**src/hdl/sba_pkg.sv**
```systemverilog
package sba_pkg;

    localparam int NODE_W  = 8;
    localparam int VALUE_W = 16;
    localparam int TIME_W  = 32;
    localparam int CFG_W   = 5;

    localparam logic [CFG_W-1:0] NODE_COUNT_RESET = 5'd16;

    // Stream payload widths, rounded up to whole bytes
    localparam int IN_DATA_W  = ((NODE_W + VALUE_W + TIME_W + 7) / 8) * 8;
    localparam int OUT_DATA_W = ((VALUE_W + TIME_W + 7) / 8) * 8;

    typedef enum logic [3:0] {
        ST_IDLE = 4'b0001,
        ST_SUM  = 4'b0010,
        ST_DIV  = 4'b0100,
        ST_OUT  = 4'b1000
    } state_t;

endpackage

```
**src/hdl/sensor_barrier_average_core.sv**
```systemverilog
// Barrier average of sensor reports. Each input beat carries one report (node number, Q8.8
// reading, millisecond timestamp); the reading is written to the node's entry in a store with
// one write port and one read port, and the node is marked as reported. Reports from node 0 or
// from a node above the effective count (node_count clamped to 1..MAX_NODES) are dropped
// without effect. When every node 1..count holds a mark, the block clears all marks and emits
// one result beat: the sum of the stored readings divided by the count, truncated toward
// zero, with the timestamp of the completing report. A report that does not complete the set
// leaves the block idle and ready for the next report. A completing report reads the store
// one entry a cycle through its registered read port and adds each reading, then passes the
// sum through the bit-serial divider (NUM_W is 17 plus the node index width, 21 for 16
// nodes), then loads the result into the output register once that register is free.
// Reports are taken again as soon as the result sits in the output register, even while it
// still waits for m_tready. The store needs no clearing pass after reset: an entry is only
// summed once its node has reported.
module sensor_barrier_average_core #(
    parameter int MAX_NODES = 16
) (
    input  logic                              clk,
    input  logic                              rst_n,
    // tdata: node_number [7:0], sensor_value [23:8], time_ms [55:24]
    input  logic                              s_tvalid,
    output logic                              s_tready,
    input  logic [sba_pkg::IN_DATA_W-1:0]     s_tdata,
    // tdata: mean_value [15:0], mean_time_ms [47:16]
    output logic                              m_tvalid,
    input  logic                              m_tready,
    output logic [sba_pkg::OUT_DATA_W-1:0]    m_tdata,
    input  logic                              cfg_valid,
    output logic                              cfg_ready,
    input  logic [sba_pkg::CFG_W-1:0]         cfg_data
);

    localparam int IDX_W = (MAX_NODES > 1) ? $clog2(MAX_NODES) : 1;
    localparam int CNT_W = $clog2(MAX_NODES + 1);
    localparam int SUM_W = sba_pkg::VALUE_W + 1 + IDX_W;
    localparam int CMP_W = ((CNT_W > sba_pkg::CFG_W) ? CNT_W : sba_pkg::CFG_W) + 1;
    localparam int NCMP_W = sba_pkg::NODE_W + 1;

    sba_pkg::state_t                     state_reg, state_next;
    logic [sba_pkg::CFG_W-1:0]           node_count_reg;
    logic [MAX_NODES-1:0]                mask_reg, mask_next;
    logic [CNT_W-1:0]                    count_reg, count_next;
    logic [CNT_W-1:0]                    rd_ptr_reg, rd_ptr_next;
    logic                                pend_reg, pend_next;
    logic signed [SUM_W-1:0]             sum_reg, sum_next;
    logic [sba_pkg::TIME_W-1:0]          stamp_reg, stamp_next;
    logic                                m_valid_reg, m_valid_next;
    logic [sba_pkg::OUT_DATA_W-1:0]      m_data_reg, m_data_next;

    logic [CNT_W-1:0]                    count_eff;
    logic [sba_pkg::NODE_W-1:0]          in_node;
    logic signed [sba_pkg::VALUE_W-1:0]  in_value;
    logic [sba_pkg::TIME_W-1:0]          in_time;
    logic                                in_acc;
    logic                                node_ok;
    logic [IDX_W-1:0]                    node_idx;
    logic [MAX_NODES-1:0]                need_mask;
    logic [MAX_NODES-1:0]                new_mask;
    logic                                set_full;
    logic                                rd_en;
    logic signed [sba_pkg::VALUE_W-1:0]  rd_data;
    logic                                sum_done;
    logic                                div_start;
    logic                                div_done;
    logic signed [SUM_W-1:0]             quotient;

    // Unpack the input beat
    assign in_node  = s_tdata[sba_pkg::NODE_W-1:0];
    assign in_value = s_tdata[sba_pkg::NODE_W +: sba_pkg::VALUE_W];
    assign in_time  = s_tdata[sba_pkg::NODE_W + sba_pkg::VALUE_W +: sba_pkg::TIME_W];

    assign s_tready = (state_reg == sba_pkg::ST_IDLE);
    assign in_acc   = s_tvalid && s_tready;
    assign cfg_ready = 1'b1;

    // Clamp the register to 1..MAX_NODES
    always_comb
    begin
        if (node_count_reg == '0)
        begin
            count_eff = CNT_W'(1);
        end
        else if (CMP_W'(node_count_reg) > CMP_W'(MAX_NODES))
        begin
            count_eff = CNT_W'(MAX_NODES);
        end
        else
        begin
            count_eff = CNT_W'(node_count_reg);
        end
    end

    assign node_ok  = (in_node != '0) && (NCMP_W'(in_node) <= NCMP_W'(count_eff));
    assign node_idx = IDX_W'(in_node - 1'b1);

    // Marks that must be present for the set to complete
    always_comb
    begin
        for (int i = 0; i < MAX_NODES; i++)
        begin
            need_mask[i] = (CNT_W'(i) < count_eff);
        end
    end

    assign new_mask = mask_reg | (MAX_NODES'(1) << node_idx);
    assign set_full = &(new_mask | ~need_mask);

    // Summing pass: issue one read a cycle, add the data in the following cycle
    assign rd_en     = (state_reg == sba_pkg::ST_SUM) && (rd_ptr_reg != count_reg);
    assign sum_done  = (state_reg == sba_pkg::ST_SUM) && (rd_ptr_reg == count_reg) && !pend_reg;
    assign div_start = sum_done;

    always_comb
    begin
        state_next   = state_reg;
        mask_next    = mask_reg;
        count_next   = count_reg;
        rd_ptr_next  = rd_ptr_reg;
        pend_next    = 1'b0;
        sum_next     = sum_reg;
        stamp_next   = stamp_reg;
        m_valid_next = m_valid_reg;
        m_data_next  = m_data_reg;

        // Drop the result beat once taken
        if (m_valid_reg && m_tready)
        begin
            m_valid_next = 1'b0;
        end

        case (state_reg)
            sba_pkg::ST_IDLE:
            begin
                if (in_acc && node_ok)
                begin
                    if (set_full)
                    begin
                        mask_next   = '0;
                        count_next  = count_eff;
                        rd_ptr_next = '0;
                        sum_next    = '0;
                        stamp_next  = in_time;
                        state_next  = sba_pkg::ST_SUM;
                    end
                    else
                    begin
                        mask_next = new_mask;
                    end
                end
            end
            sba_pkg::ST_SUM:
            begin
                if (pend_reg)
                begin
                    sum_next = sum_reg + SUM_W'(rd_data);
                end
                if (rd_en)
                begin
                    rd_ptr_next = rd_ptr_reg + 1'b1;
                    pend_next   = 1'b1;
                end
                if (sum_done)
                begin
                    state_next = sba_pkg::ST_DIV;
                end
            end
            sba_pkg::ST_DIV:
            begin
                if (div_done)
                begin
                    state_next = sba_pkg::ST_OUT;
                end
            end
            sba_pkg::ST_OUT:
            begin
                // Hold until the output register is free
                if (!m_valid_reg || m_tready)
                begin
                    m_valid_next = 1'b1;
                    m_data_next  = {stamp_reg, quotient[sba_pkg::VALUE_W-1:0]};
                    state_next   = sba_pkg::ST_IDLE;
                end
            end
            default:
            begin
                state_next = sba_pkg::ST_IDLE;
            end
        endcase
    end

    always_ff @(posedge clk or negedge rst_n)
    begin
        if (!rst_n)
        begin
            state_reg      <= sba_pkg::ST_IDLE;
            node_count_reg <= sba_pkg::NODE_COUNT_RESET;
            mask_reg       <= '0;
            rd_ptr_reg     <= '0;
            pend_reg       <= 1'b0;
            m_valid_reg    <= 1'b0;
        end
        else
        begin
            state_reg   <= state_next;
            mask_reg    <= mask_next;
            rd_ptr_reg  <= rd_ptr_next;
            pend_reg    <= pend_next;
            m_valid_reg <= m_valid_next;
            if (cfg_valid && cfg_ready)
            begin
                node_count_reg <= cfg_data;
            end
        end
    end

    always_ff @(posedge clk)
    begin
        count_reg  <= count_next;
        sum_reg    <= sum_next;
        stamp_reg  <= stamp_next;
        m_data_reg <= m_data_next;
    end

    assign m_tvalid = m_valid_reg;
    assign m_tdata  = m_data_reg;

    // Writes happen only in idle and reads only in the summing pass, so the
    // two never touch the same entry in one cycle.
    sba_store #(
        .DEPTH  (MAX_NODES),
        .ADDR_W (IDX_W)
    ) u_store (
        .clk     (clk),
        .wr_en   (in_acc && node_ok),
        .wr_addr (node_idx),
        .wr_data (in_value),
        .rd_en   (rd_en),
        .rd_addr (rd_ptr_reg[IDX_W-1:0]),
        .rd_data (rd_data)
    );

    sba_div #(
        .NUM_W (SUM_W),
        .DEN_W (CNT_W)
    ) u_div (
        .clk      (clk),
        .rst_n    (rst_n),
        .start    (div_start),
        .dividend (sum_reg),
        .divisor  (count_reg),
        .done     (div_done),
        .quotient (quotient)
    );

    // A completing report leaves no marks behind
    a_mask_clear: assert property (@(posedge clk) disable iff (!rst_n)
        (in_acc && node_ok && set_full) |=> (mask_reg == '0))
        else $error("marks not cleared after a completed set");

    // The read pointer never runs past the latched count
    a_ptr_bound: assert property (@(posedge clk) disable iff (!rst_n)
        (state_reg == sba_pkg::ST_SUM) |-> (rd_ptr_reg <= count_reg))
        else $error("read pointer beyond node count");

    // The divider only finishes while the sequencer waits for it
    a_div_state: assert property (@(posedge clk) disable iff (!rst_n)
        div_done |-> (state_reg == sba_pkg::ST_DIV))
        else $error("divider finished outside the divide phase");

    // A new result beat only appears from the output phase
    a_out_src: assert property (@(posedge clk) disable iff (!rst_n)
        $rose(m_valid_reg) |-> $past(state_reg == sba_pkg::ST_OUT))
        else $error("result beat raised outside the output phase");

endmodule

```
**src/hdl/sba_store.sv**
```systemverilog
module sba_store #(
    parameter int DEPTH  = 16,
    parameter int ADDR_W = 4
) (
    input  logic                                clk,
    input  logic                                wr_en,
    input  logic [ADDR_W-1:0]                   wr_addr,
    input  logic signed [sba_pkg::VALUE_W-1:0]  wr_data,
    input  logic                                rd_en,
    input  logic [ADDR_W-1:0]                   rd_addr,
    output logic signed [sba_pkg::VALUE_W-1:0]  rd_data
);

    logic signed [sba_pkg::VALUE_W-1:0] mem [DEPTH];
    logic signed [sba_pkg::VALUE_W-1:0] rd_data_reg;

    // One write port, one registered read port
    always_ff @(posedge clk)
    begin
        if (wr_en)
        begin
            mem[wr_addr] <= wr_data;
        end
        if (rd_en)
        begin
            rd_data_reg <= mem[rd_addr];
        end
    end

    assign rd_data = rd_data_reg;

endmodule

```
**src/hdl/sba_div.sv**
```systemverilog
module sba_div #(
    parameter int NUM_W = 21,
    parameter int DEN_W = 5
) (
    input  logic                    clk,
    input  logic                    rst_n,
    input  logic                    start,
    input  logic signed [NUM_W-1:0] dividend,
    input  logic [DEN_W-1:0]        divisor,
    output logic                    done,
    output logic signed [NUM_W-1:0] quotient
);

    localparam int CNT_W = $clog2(NUM_W + 1);

    logic                 busy_reg, busy_next;
    logic                 done_reg, done_next;
    logic [CNT_W-1:0]     cnt_reg, cnt_next;
    logic [DEN_W-1:0]     rem_reg, rem_next;
    logic [NUM_W-1:0]     quo_reg, quo_next;
    logic [DEN_W-1:0]     den_reg, den_next;
    logic                 neg_reg, neg_next;
    logic [DEN_W:0]       shifted;
    logic [DEN_W:0]       diff;

    // Restoring division on magnitudes, one quotient bit a cycle
    always_comb
    begin
        busy_next = busy_reg;
        done_next = 1'b0;
        cnt_next  = cnt_reg;
        rem_next  = rem_reg;
        quo_next  = quo_reg;
        den_next  = den_reg;
        neg_next  = neg_reg;
        shifted   = {rem_reg, quo_reg[NUM_W-1]};
        diff      = shifted - {1'b0, den_reg};
        if (start)
        begin
            busy_next = 1'b1;
            cnt_next  = '0;
            rem_next  = '0;
            den_next  = divisor;
            neg_next  = dividend[NUM_W-1];
            quo_next  = dividend[NUM_W-1] ? NUM_W'(-dividend) : NUM_W'(dividend);
        end
        else if (busy_reg)
        begin
            if (diff[DEN_W])
            begin
                rem_next = shifted[DEN_W-1:0];
                quo_next = {quo_reg[NUM_W-2:0], 1'b0};
            end
            else
            begin
                rem_next = diff[DEN_W-1:0];
                quo_next = {quo_reg[NUM_W-2:0], 1'b1};
            end
            cnt_next = cnt_reg + 1'b1;
            if (cnt_reg == CNT_W'(NUM_W - 1))
            begin
                busy_next = 1'b0;
                done_next = 1'b1;
            end
        end
    end

    always_ff @(posedge clk or negedge rst_n)
    begin
        if (!rst_n)
        begin
            busy_reg <= 1'b0;
            done_reg <= 1'b0;
        end
        else
        begin
            busy_reg <= busy_next;
            done_reg <= done_next;
        end
    end

    always_ff @(posedge clk)
    begin
        cnt_reg <= cnt_next;
        rem_reg <= rem_next;
        quo_reg <= quo_next;
        den_reg <= den_next;
        neg_reg <= neg_next;
    end

    assign done     = done_reg;
    assign quotient = neg_reg ? -$signed(quo_reg) : $signed(quo_reg);

endmodule
```
**config.mk**
```make
export PLATFORM = sky130hd
export DESIGN_NAME = sensor_barrier_average_core
export DESIGN_NICKNAME = d
export VERILOG_FILES = /design/src/hdl/sba_pkg.sv /design/src/hdl/sensor_barrier_average_core.sv /design/src/hdl/sba_store.sv /design/src/hdl/sba_div.sv
export SDC_FILE = /design/constraint.sdc
export NUM_CORES = 1
export LEC_CHECK = 0
export BUFFER_PORTS_ARGS = -buffer_cell sky130_fd_sc_hd__buf_2
export CORE_ASPECT_RATIO = 0.5
export CORE_MARGIN = 10
export CORE_UTILIZATION = 40
export DETAILED_ROUTE_END_ITERATION = 12
export PLACE_DENSITY = 0.62
export RECOVER_POWER = 50
export SETUP_SLACK_MARGIN = 0.02
export SLEW_MARGIN = 20
export SYNTH_ARGS = -nofsm -noshare
export SYNTH_HDL_FRONTEND = slang
export SYNTH_HIERARCHICAL = 1
export SYNTH_SLANG_ARGS = --single-unit
```
**constraint.sdc**
```tcl
create_clock -name clk -period 4.3 [get_ports clk]
set_input_delay 0.43 -clock clk [delete_from_list [all_inputs] [get_ports clk]]
set_output_delay 0.43 -clock clk [all_outputs]
set_load 0.1 [all_outputs]
```
==> results of run 1 <==
[final cells by class]
type	instances	area share [%]
multi-input cells	669	25.7
inverters	34	0.585
repair buffers	148	3.40
clock inverters	20	1.04
well taps	638	3.66
clock buffers	53	5.00
flip-flops and latches	449	60.6
diodes	1	0.0115
[metrics by stage]
stage                     std cells  setup slack (ps)  power, mW  cell area (um^2)
after floorplan                1208               294       5.01             19200
after global placement         1937               632       5.11             20600
after detailed placement       1937               516       5.12             20600
after CTS                      2011               608       8.73             21900
after global routing           2012               402       8.93             21800
final                          2012               615       8.64             21800
[repair_timing]
item                                    CTS  global route
endpoints found under the setup margin    0             0
hold buffers                              1             0
endpoints found under the hold margin    32             0
[worst max-delay path: stages (launching register included)]
cell      delay, ps
dfstp_2         680
inv_1           200
ha_1            380
and3_1          170
nand3_1         150
a221o_1         360
a31oi_4         280
and4bb_1        290
and3_2          200
buf_4           540
[power by group]
part / internal [mW] / switching (mW)
Clock: 2.04 / 1.58
Combinational: 0.0791 / 0.147
Sequential: 4.76 / 0.0353
[worst max-delay path by stage]
stage                                  start                           to  slack (ps)  cells after the start
2_1_floorplan       state_reg[0]$_DFFE_PN1P_  u_store/mem[4][0]$_DFFE_PP_         290                      6
3_3_place_gp                      s_tdata[0]       stamp_reg[7]$_DFFE_PP_         630                     11
3_5_place_dp                      s_tdata[0]      stamp_reg[13]$_DFFE_PP_         520                     11
4_1_cts        node_count_reg[4]$_DFFE_PN1P_       stamp_reg[2]$_DFFE_PP_         610                      9
5_1_grt        node_count_reg[4]$_DFFE_PN1P_       stamp_reg[5]$_DFFE_PP_         400                      9
6_report       node_count_reg[4]$_DFFE_PN1P_       stamp_reg[5]$_DFFE_PP_         610                      9
[per-layer routing]
metal	share of wire [%]	track usage, %	wire length (um)	up-vias
met1	46	18.9	18700	5436
li1	-	-	-	4981
met3	5.0	2.49	2060	65
met4	2.0	3.22	805	0
met2	47	22.8	19400	243
met5	0	0	0	-
==> impl_metrics.toml, run 1 <==
[run_status]
status = "finished with violations"
violations = "capacitance limit, slew limit"

[global_route]
grt_antenna_before_repair = 1
grt_overflow = 0
grt_pass1_wl_mm = 63.4
grt_start_max_net_pins = 69
grt_use_total_pct = 13.9
grt_pass1_vias = 10900

[clock_tree]
numCtsBuffers = 40
root_buffer = "clkbuf_16"
h-tree-depth = 2
cts_sinks = 449
cts.clk_slew.worst_paths_ps = 70
cts_tree = "done"
cts_buffer_depth = 3
cts_resized = 0
post_cts_buffers = 0
worstSkewPairLatency_ps = 550

[final_layout]
multiInputGateArea_um2 = 5600
mostFrequentLayoutCell = "edfxtp_1"
fillers = 4050
drive_above_1_share_pct = 16.9
mostFrequentLayoutCells = "edfxtp_1, nor2_1, clkbuf_1"
nets = 1450
seqCellArea_um2 = 13200
utilization_pct = 46.2
synthToLayoutAreaGrowth_pct = 13.4
largest_register_ffs = 256

[floorplan]
core-area_um2 = 47200
rows = 56
fp.dieArea_um2 = 57800
die_x_um = 330
start_util_pct = 40.8
fp.dieH_um = 175
ios = 117

[sta]
drv_slew = 123
hold_viol = 0
skew_ps = 14.0
worst_hold_slack_ps = 61.2
finalSetupTns_ps = 0
rsz0062_at_grt = "no"
timing.final.crit_share_pct = 85.7
slew_headroom_pct = -33.5
setup_viol_count_final = 0
worstMarginPinSlew_ps = 2000
max_freq_ghz = 0.271
period_needed_ps = 3690

[worst_hold_path]
whs_path_depth = 1
min-delay-start = "s_tdata[35]"
hold-path-endpoint = "stamp_reg[11]$_DFFE_PP_"
hold_class = "in2reg"

[detailed_routing]
wire_per_inst_um = 20.4
first_iter_violations = 945
wl_mm = 41.0
vias = 10700
drc = 0
via_per_inst = 5.33
drt-pass1-iter-count = 7
antenna_left = 0

[place]
dp_hpwl_mm = 27.1
io_buffers = 115
place_congestion = 0.816

[setup_path]
r2r-end = "stamp_reg[5]$_DFFE_PP_"
cp_data_arrival_time_ps = 3860
rr_worst_depth = 9
timing.rr.start = "node_count_reg[4]$_DFFE_PN1P_"
r2r_slack_ps = 610
worstSetupEndpointType = "flop"
start_kind = "flop"
critPathMaxFanout = 59
path_class = "reg2reg"
cp_data_required_time_ps = 4470

[logic_synthesis]
syn_area_um2 = 19200
synth_nets = 1316
synth_warnings = 6
synth.avg_cell_area_um2 = 15.9
syn_inst = 1208

[power_and_ir_drop]
vdd.ir_drop.worst_v = 0.000236
p_leak_nw = 7.72
powerDensity_nw_per_um2 = 396

[run]
drv_cap = 3
Note: power is estimated with default switching activity, not from simulation.
==> inputs of run 2 (changes only) <==
--- a/config.mk
+++ b/config.mk
@@ -11,7 +11,6 @@
 export CORE_UTILIZATION = 40
 export DETAILED_ROUTE_END_ITERATION = 12
 export PLACE_DENSITY = 0.62
-export RECOVER_POWER = 50
 export SETUP_SLACK_MARGIN = 0.02
 export SLEW_MARGIN = 20
 export SYNTH_ARGS = -nofsm -noshare
==> run 2 against run 1 <==
  * The run now ends clean
  * Sequential power barely moved
  * Setup slack got worse by 2.3 ps
  * Total power is essentially flat
  * Critical path depth is the same
  * Utilization rose by 0.20 points
  * Final cell count is the same
  * Largest power group unchanged
==> impl_metrics.toml, run 2 (synthesis results as in run 1) <==
[global_route]
grt_start_max_net_pins = 69
grt_pass1_wl_mm = 63.4
grt_use_total_pct = 13.9
grt_overflow = 0
grt_antenna_before_repair = 1
grt_pass1_vias = 10900

[setup_path]
critPathMaxFanout = 59
start_kind = "flop"
critPathMaxStageDelay_ps = 690
crit_buf_inv = 2
crit_slowest_cell = "dfstp_2"
crit_chain = "inv_1, ha_1, and3_1, nand3_1, a221o_1, a31oi_4, and4bb_1, and3_2, buf_4"
worstSetupEndpointType = "flop"
cp_data_required_time_ps = 4470
crit_family = "simple AND/OR/NAND/NOR gates"
cp_data_arrival_time_ps = 3860
path_class = "reg2reg"

[sta]
finalSetupTns_ps = 0
hold_viol = 0
drv_slew = 0
skew_ps = 13.0
timing.final.crit_share_pct = 85.8
setup_viol_count_final = 0
period_needed_ps = 3690
rsz0062_at_grt = "no"
slew_headroom_pct = 29.3
max_freq_ghz = 0.271
worstMarginPinSlew_ps = 1050

[place]
dpl-instance-area_um2 = 20600
place_congestion = 0.816
dp_hpwl_mm = 27.1
dp.cells = 1937
io_buffers = 115

[detailed_routing]
drt-pass1-iter-count = 5
antenna_left = 0
vias = 10700
via_per_inst = 5.34
wl_mm = 40.9
wire_per_inst_um = 20.3
drc = 0
first_iter_violations = 927

[power_and_ir_drop]
power_mw = 8.64
vdd.ir_drop.worst_v = 0.000236
powerDensity_nw_per_um2 = 395
p_leak_nw = 7.90

[clock_tree]
numCtsBuffers = 40
cts_resized = 0
root_buffer = "clkbuf_16"
worstSkewPairLatency_ps = 550
cts.clk_slew.worst_paths_ps = 70
cts_tree = "done"
postCtsHoldBufs = 1
h-tree-depth = 2
cts_sinks = 449
cts_buffer_depth = 3
post_cts_buffers = 0

[floorplan]
core-area_um2 = 47200
ios = 117
fp.dieH_um = 175
start_util_pct = 40.8
die_x_um = 330
fp.dieArea_um2 = 57800
rows = 56

[run_status]
status = "complete, no violations"

[final_layout]
stdcell_count = 2012
mostFrequentLayoutCells = "edfxtp_1, buf_2, nor2_1"
mostFrequentLayoutCell = "edfxtp_1"
nets = 1450
design_area_um2 = 21900
drive_above_1_share_pct = 21.8
synthToLayoutAreaGrowth_pct = 13.9
largest_register_ffs = 256

[run]
drv_cap = 0

[worst_hold_path]
hold_class = "in2reg"
-- run 2: changes by cell type in the layout (fill, tap and decap cells not counted), sizes merged --
cell,delta
buf,+67
clkbuf,-67
-- run 2: cell type report --
type / count / area (um^2)
multi-input combinational: 669 / 5600
tap: 638 / 798
fill: 4033 / 25300
clock inverter: 20 / 228
timing repair buffer: 148 / 826
antenna: 1 / 2.50
inverter: 34 / 128
clock buffer: 53 / 1090
sequential: 449 / 13200
-- run 2: layer usage --
metal  global-route usage (%)  part of all wire (%)  vias up
met5                        0                     0        -
met4                     3.22                   2.0        0
met3                     2.49                   5.2       63
met2                     22.8                    48      244
met1                     18.9                    45     5458
li1                         -                     -     4981
-- run 2: worst paths after layout --
kind                                               start                         to  slack (ps)  depth (start not counted)
hold / removal                               s_tdata[35]    stamp_reg[11]$_DFFE_PP_          60                          1
hold reg to reg                  stamp_reg[28]$_DFFE_PP_      m_tdata[44]$_DFFE_PP_         420                          0
setup / recovery           node_count_reg[4]$_DFFE_PN1P_     stamp_reg[5]$_DFFE_PP_         610                          9
max in group asynchronous                          rst_n  rd_ptr_reg[0]$_DFFE_PN0P_        3220                          2
min in group asynchronous                          rst_n    mask_reg[7]$_DFFE_PN0P_         490                          2
setup reg to reg           node_count_reg[4]$_DFFE_PN1P_     stamp_reg[5]$_DFFE_PP_         610                          9
-- run 2: metrics by stage --
stage / worst slack [ps] / utilization (%) / hold slack (ps)
2_1_floorplan: 294 / - / 134
3_3_place_gp: 632 / 43.6 / 400
3_5_place_dp: 516 / 43.6 / 405
4_1_cts: 608 / 46.4 / 39.1
5_1_grt: 402 / 46.4 / 40.4
6_report: 613 / 46.4 / 62.1
-- run 2: report_power, final --
group	switching [mW]	internal, mW
clock	1.57	2.04
combinational	0.147	0.0815
sequential	0.0354	4.76
==> inputs of run 3 (changes only) <==
--- a/config.mk
+++ b/config.mk
@@ -10,10 +10,10 @@
 export CORE_MARGIN = 10
 export CORE_UTILIZATION = 40
 export DETAILED_ROUTE_END_ITERATION = 12
+export GPL_ROUTABILITY_DRIVEN = 0
 export PLACE_DENSITY = 0.62
 export SETUP_SLACK_MARGIN = 0.02
 export SLEW_MARGIN = 20
 export SYNTH_ARGS = -nofsm -noshare
 export SYNTH_HDL_FRONTEND = slang
-export SYNTH_HIERARCHICAL = 1
 export SYNTH_SLANG_ARGS = --single-unit
==> run 3 against run 2 <==
  * Flip-flop and latch count unchanged
  * Combinational power increased by 6%
  * Register-to-register slack improved by 170 ps
  * Synthesized cell count decreased by 3.5%
  * Wire length increased by 4.2%
  * Critical path depth increased by 2
==> impl_metrics.toml, run 3 <==
[logic_synthesis]
yosysMostFrequentCell = "edfxtp_1"
synth-seq-area-share_pct = 69.3
async_flop_share_pct = 7.57
synth_warnings = 0
synth_nets = 1271
yosys.area_share.simple_pct = 6.94
synth_cell_type_count = 83
synth.area.top_cells = "edfxtp_1, mux4_2, dfrtp_1"
synth_top_area_share_pct = 63.7
syn_area_um2 = 19100
synth.avg_cell_area_um2 = 16.4
synth_largest_area_cell = "edfxtp_1"
ys_top_cells_by_count = "edfxtp_1, mux4_2, nor2_1, nand2_1, o21ai_0"
synthAdderAreaFrac_pct = 2.64
ys_ff_latch = 449
synth_compound_area_share_pct = 6.11
synth_ff_type = "edfxtp_1"
yosys-mux-area-fraction_pct = 10.6
syn_inst = 1166
synth_xor_area_share_pct = 2.52
synth-edff-count = 405
synth_top_family_by_area = "multiplexers"

[final_layout]
mostFrequentLayoutCell = "edfxtp_1"
mostFrequentLayoutCells = "edfxtp_1, buf_2, mux4_2"
fillers = 4010
largest_register_ffs = 256
nets = 1410
drive_above_1_share_pct = 24.5
stdcell_count = 1976
synthToLayoutAreaGrowth_pct = 14.7

[run_status]
status = "complete, no violations"

[clock_tree]
cts_sinks = 449
worstSkewPairLatency_ps = 570
h-tree-depth = 2
cts_tree = "done"
root_buffer = "clkbuf_16"
cts_resized = 0
cts.clk_slew.worst_paths_ps = 70
cts_buffer_depth = 3
numCtsBuffers = 42

[setup_path]
critPathMaxFanout = 16
r2r-end = "u_store.mem[6][14]$_DFFE_PP_"
worstSetupEndpointType = "flop"
cp_data_arrival_time_ps = 3750
start_kind = "flop"
path_class = "reg2reg"
cp_data_required_time_ps = 4530
rr_worst_depth = 11
timing.rr.start = "node_count_reg[4]$_DFFE_PN1P_"
r2r_slack_ps = 780

[power_and_ir_drop]
p_leak_nw = 7.74
powerDensity_nw_per_um2 = 398
vdd.ir_drop.worst_v = 0.000231

[worst_hold_path]
hold_class = "in2reg"
whs_path_depth = 1
hold-path-endpoint = "stamp_reg[14]$_DFFE_PP_"
min-delay-start = "s_tdata[38]"

[global_route]
grt_use_total_pct = 14.6
grt_antenna_before_repair = 1
grt_start_max_net_pins = 68
grt_pass1_wl_mm = 65.6
grt_pass1_vias = 10800
grt_overflow = 0

[place]
dp.cells = 1898
io_buffers = 115
dp_hpwl_mm = 28.9

[sta]
setup_viol_count_final = 0
rsz0062_at_grt = "no"
drv_slew = 0
max_freq_ghz = 0.284
worstMarginPinSlew_ps = 1030
hold_viol = 0
slew_headroom_pct = 31.1
skew_ps = 30.2
finalSetupTns_ps = 0
period_needed_ps = 3520
timing.final.crit_share_pct = 81.8

[detailed_routing]
drc = 0
antenna_left = 0
drt-pass1-iter-count = 4
first_iter_violations = 929
wl_met3_mm = 2.52
dr.max_layer_used = "met4"
met1Wirelength_mm = 19.0
dr_wl_met2_mm = 20.4
wire_per_inst_um = 21.6
via_per_inst = 5.42
wl_mm = 42.7
vias = 10700

[floorplan]
die_x_um = 329
core-area_um2 = 47000
fp.dieH_um = 174
start_util_pct = 40.6
ios = 117
rows = 56
fp.dieArea_um2 = 57400

[run]
drv_cap = 0
[run 3: layer usage]
layer | up-vias | track usage, %
li1 | 4859 | -
met5 | - | 0
met1 | 5488 | 20.1
met4 | 0 | 3.25
met3 | 59 | 2.62
met2 | 312 | 23.8
[run 3: critical path, stage by stage (launching register included)]
cell and delay [ps]:
dfstp_2 630, inv_1 210, nand2_1 140, ha_1 250, o21ai_0 160, a21oi_1 60
o31a_1 300, nor2_1 510, buf_4 260, nand2_1 170, nor3_2 240, buf_4 280
[run 3: worst max path at each step]
stage                                              from                            end  slack, ps  cells after the start
final                     node_count_reg[4]$_DFFE_PN1P_   u_store.mem[6][14]$_DFFE_PP_        780                     11
after global routing      node_count_reg[4]$_DFFE_PN1P_  u_store.mem[15][13]$_DFFE_PP_        580                      8
after CTS                 node_count_reg[4]$_DFFE_PN1P_   u_store.mem[5][15]$_DFFE_PP_        830                     11
after detailed placement                     s_tdata[0]       sum_reg[9]$_SDFFCE_PN0P_        760                     10
after global placement    node_count_reg[4]$_DFFE_PN1P_    u_store.mem[6][5]$_DFFE_PP_        870                     11
after floorplan                state_reg[0]$_DFFE_PN1P_    u_store.mem[4][0]$_DFFE_PP_         50                      6
[run 3: where the power goes]
part	switching, mW	total, mW	internal, mW
logic	0.163	0.241	0.0777
clock network	1.60	3.68	2.08
registers	0.0314	4.79	4.76
[run 3: area by class of cell]
type | count | area [um^2] | area share [%]
Clock buffer | 51 | 1110 | 5.06
Tap cell | 638 | 798 | 3.65
Antenna cell | 1 | 2.50 | 0.0114
Clock inverter | 25 | 234 | 1.07
Multi-Input combinational cell | 629 | 5560 | 25.4
Sequential cell | 449 | 13200 | 60.4
Inverter | 38 | 143 | 0.652
Timing Repair Buffer | 145 | 816 | 3.73
[run 3: kinds of logic after synthesis]
kind of cell,after synthesis
AO/OA/AOI/OAI,176
XOR/XNOR,55
adder cells (fa/ha/maj),39
buffers and inverters,88
flip-flops,449
multiplexers,100
other,1
AND/OR/NAND/NOR,258
[run 3: metrics by stage]
step,cell area [um^2],setup WS (ps),hold WS (ps),utilization [%],power [mW]
after global placement,20500,869,400,43.7,5.12
after floorplan,19100,49.6,134,-,5.00
final,21900,782,59.1,46.5,8.71
after detailed placement,20500,760,405,43.7,5.12
after CTS,21900,832,36.8,46.5,8.78
after global routing,21900,580,34.3,46.5,9.00
[run 3: timing repair]
action / CTS / global route
hold buffers: 1 / 0
setup endpoints to repair: 0 / 0
hold endpoints to repair: 16 / 0
buffers inserted: 0 / 0
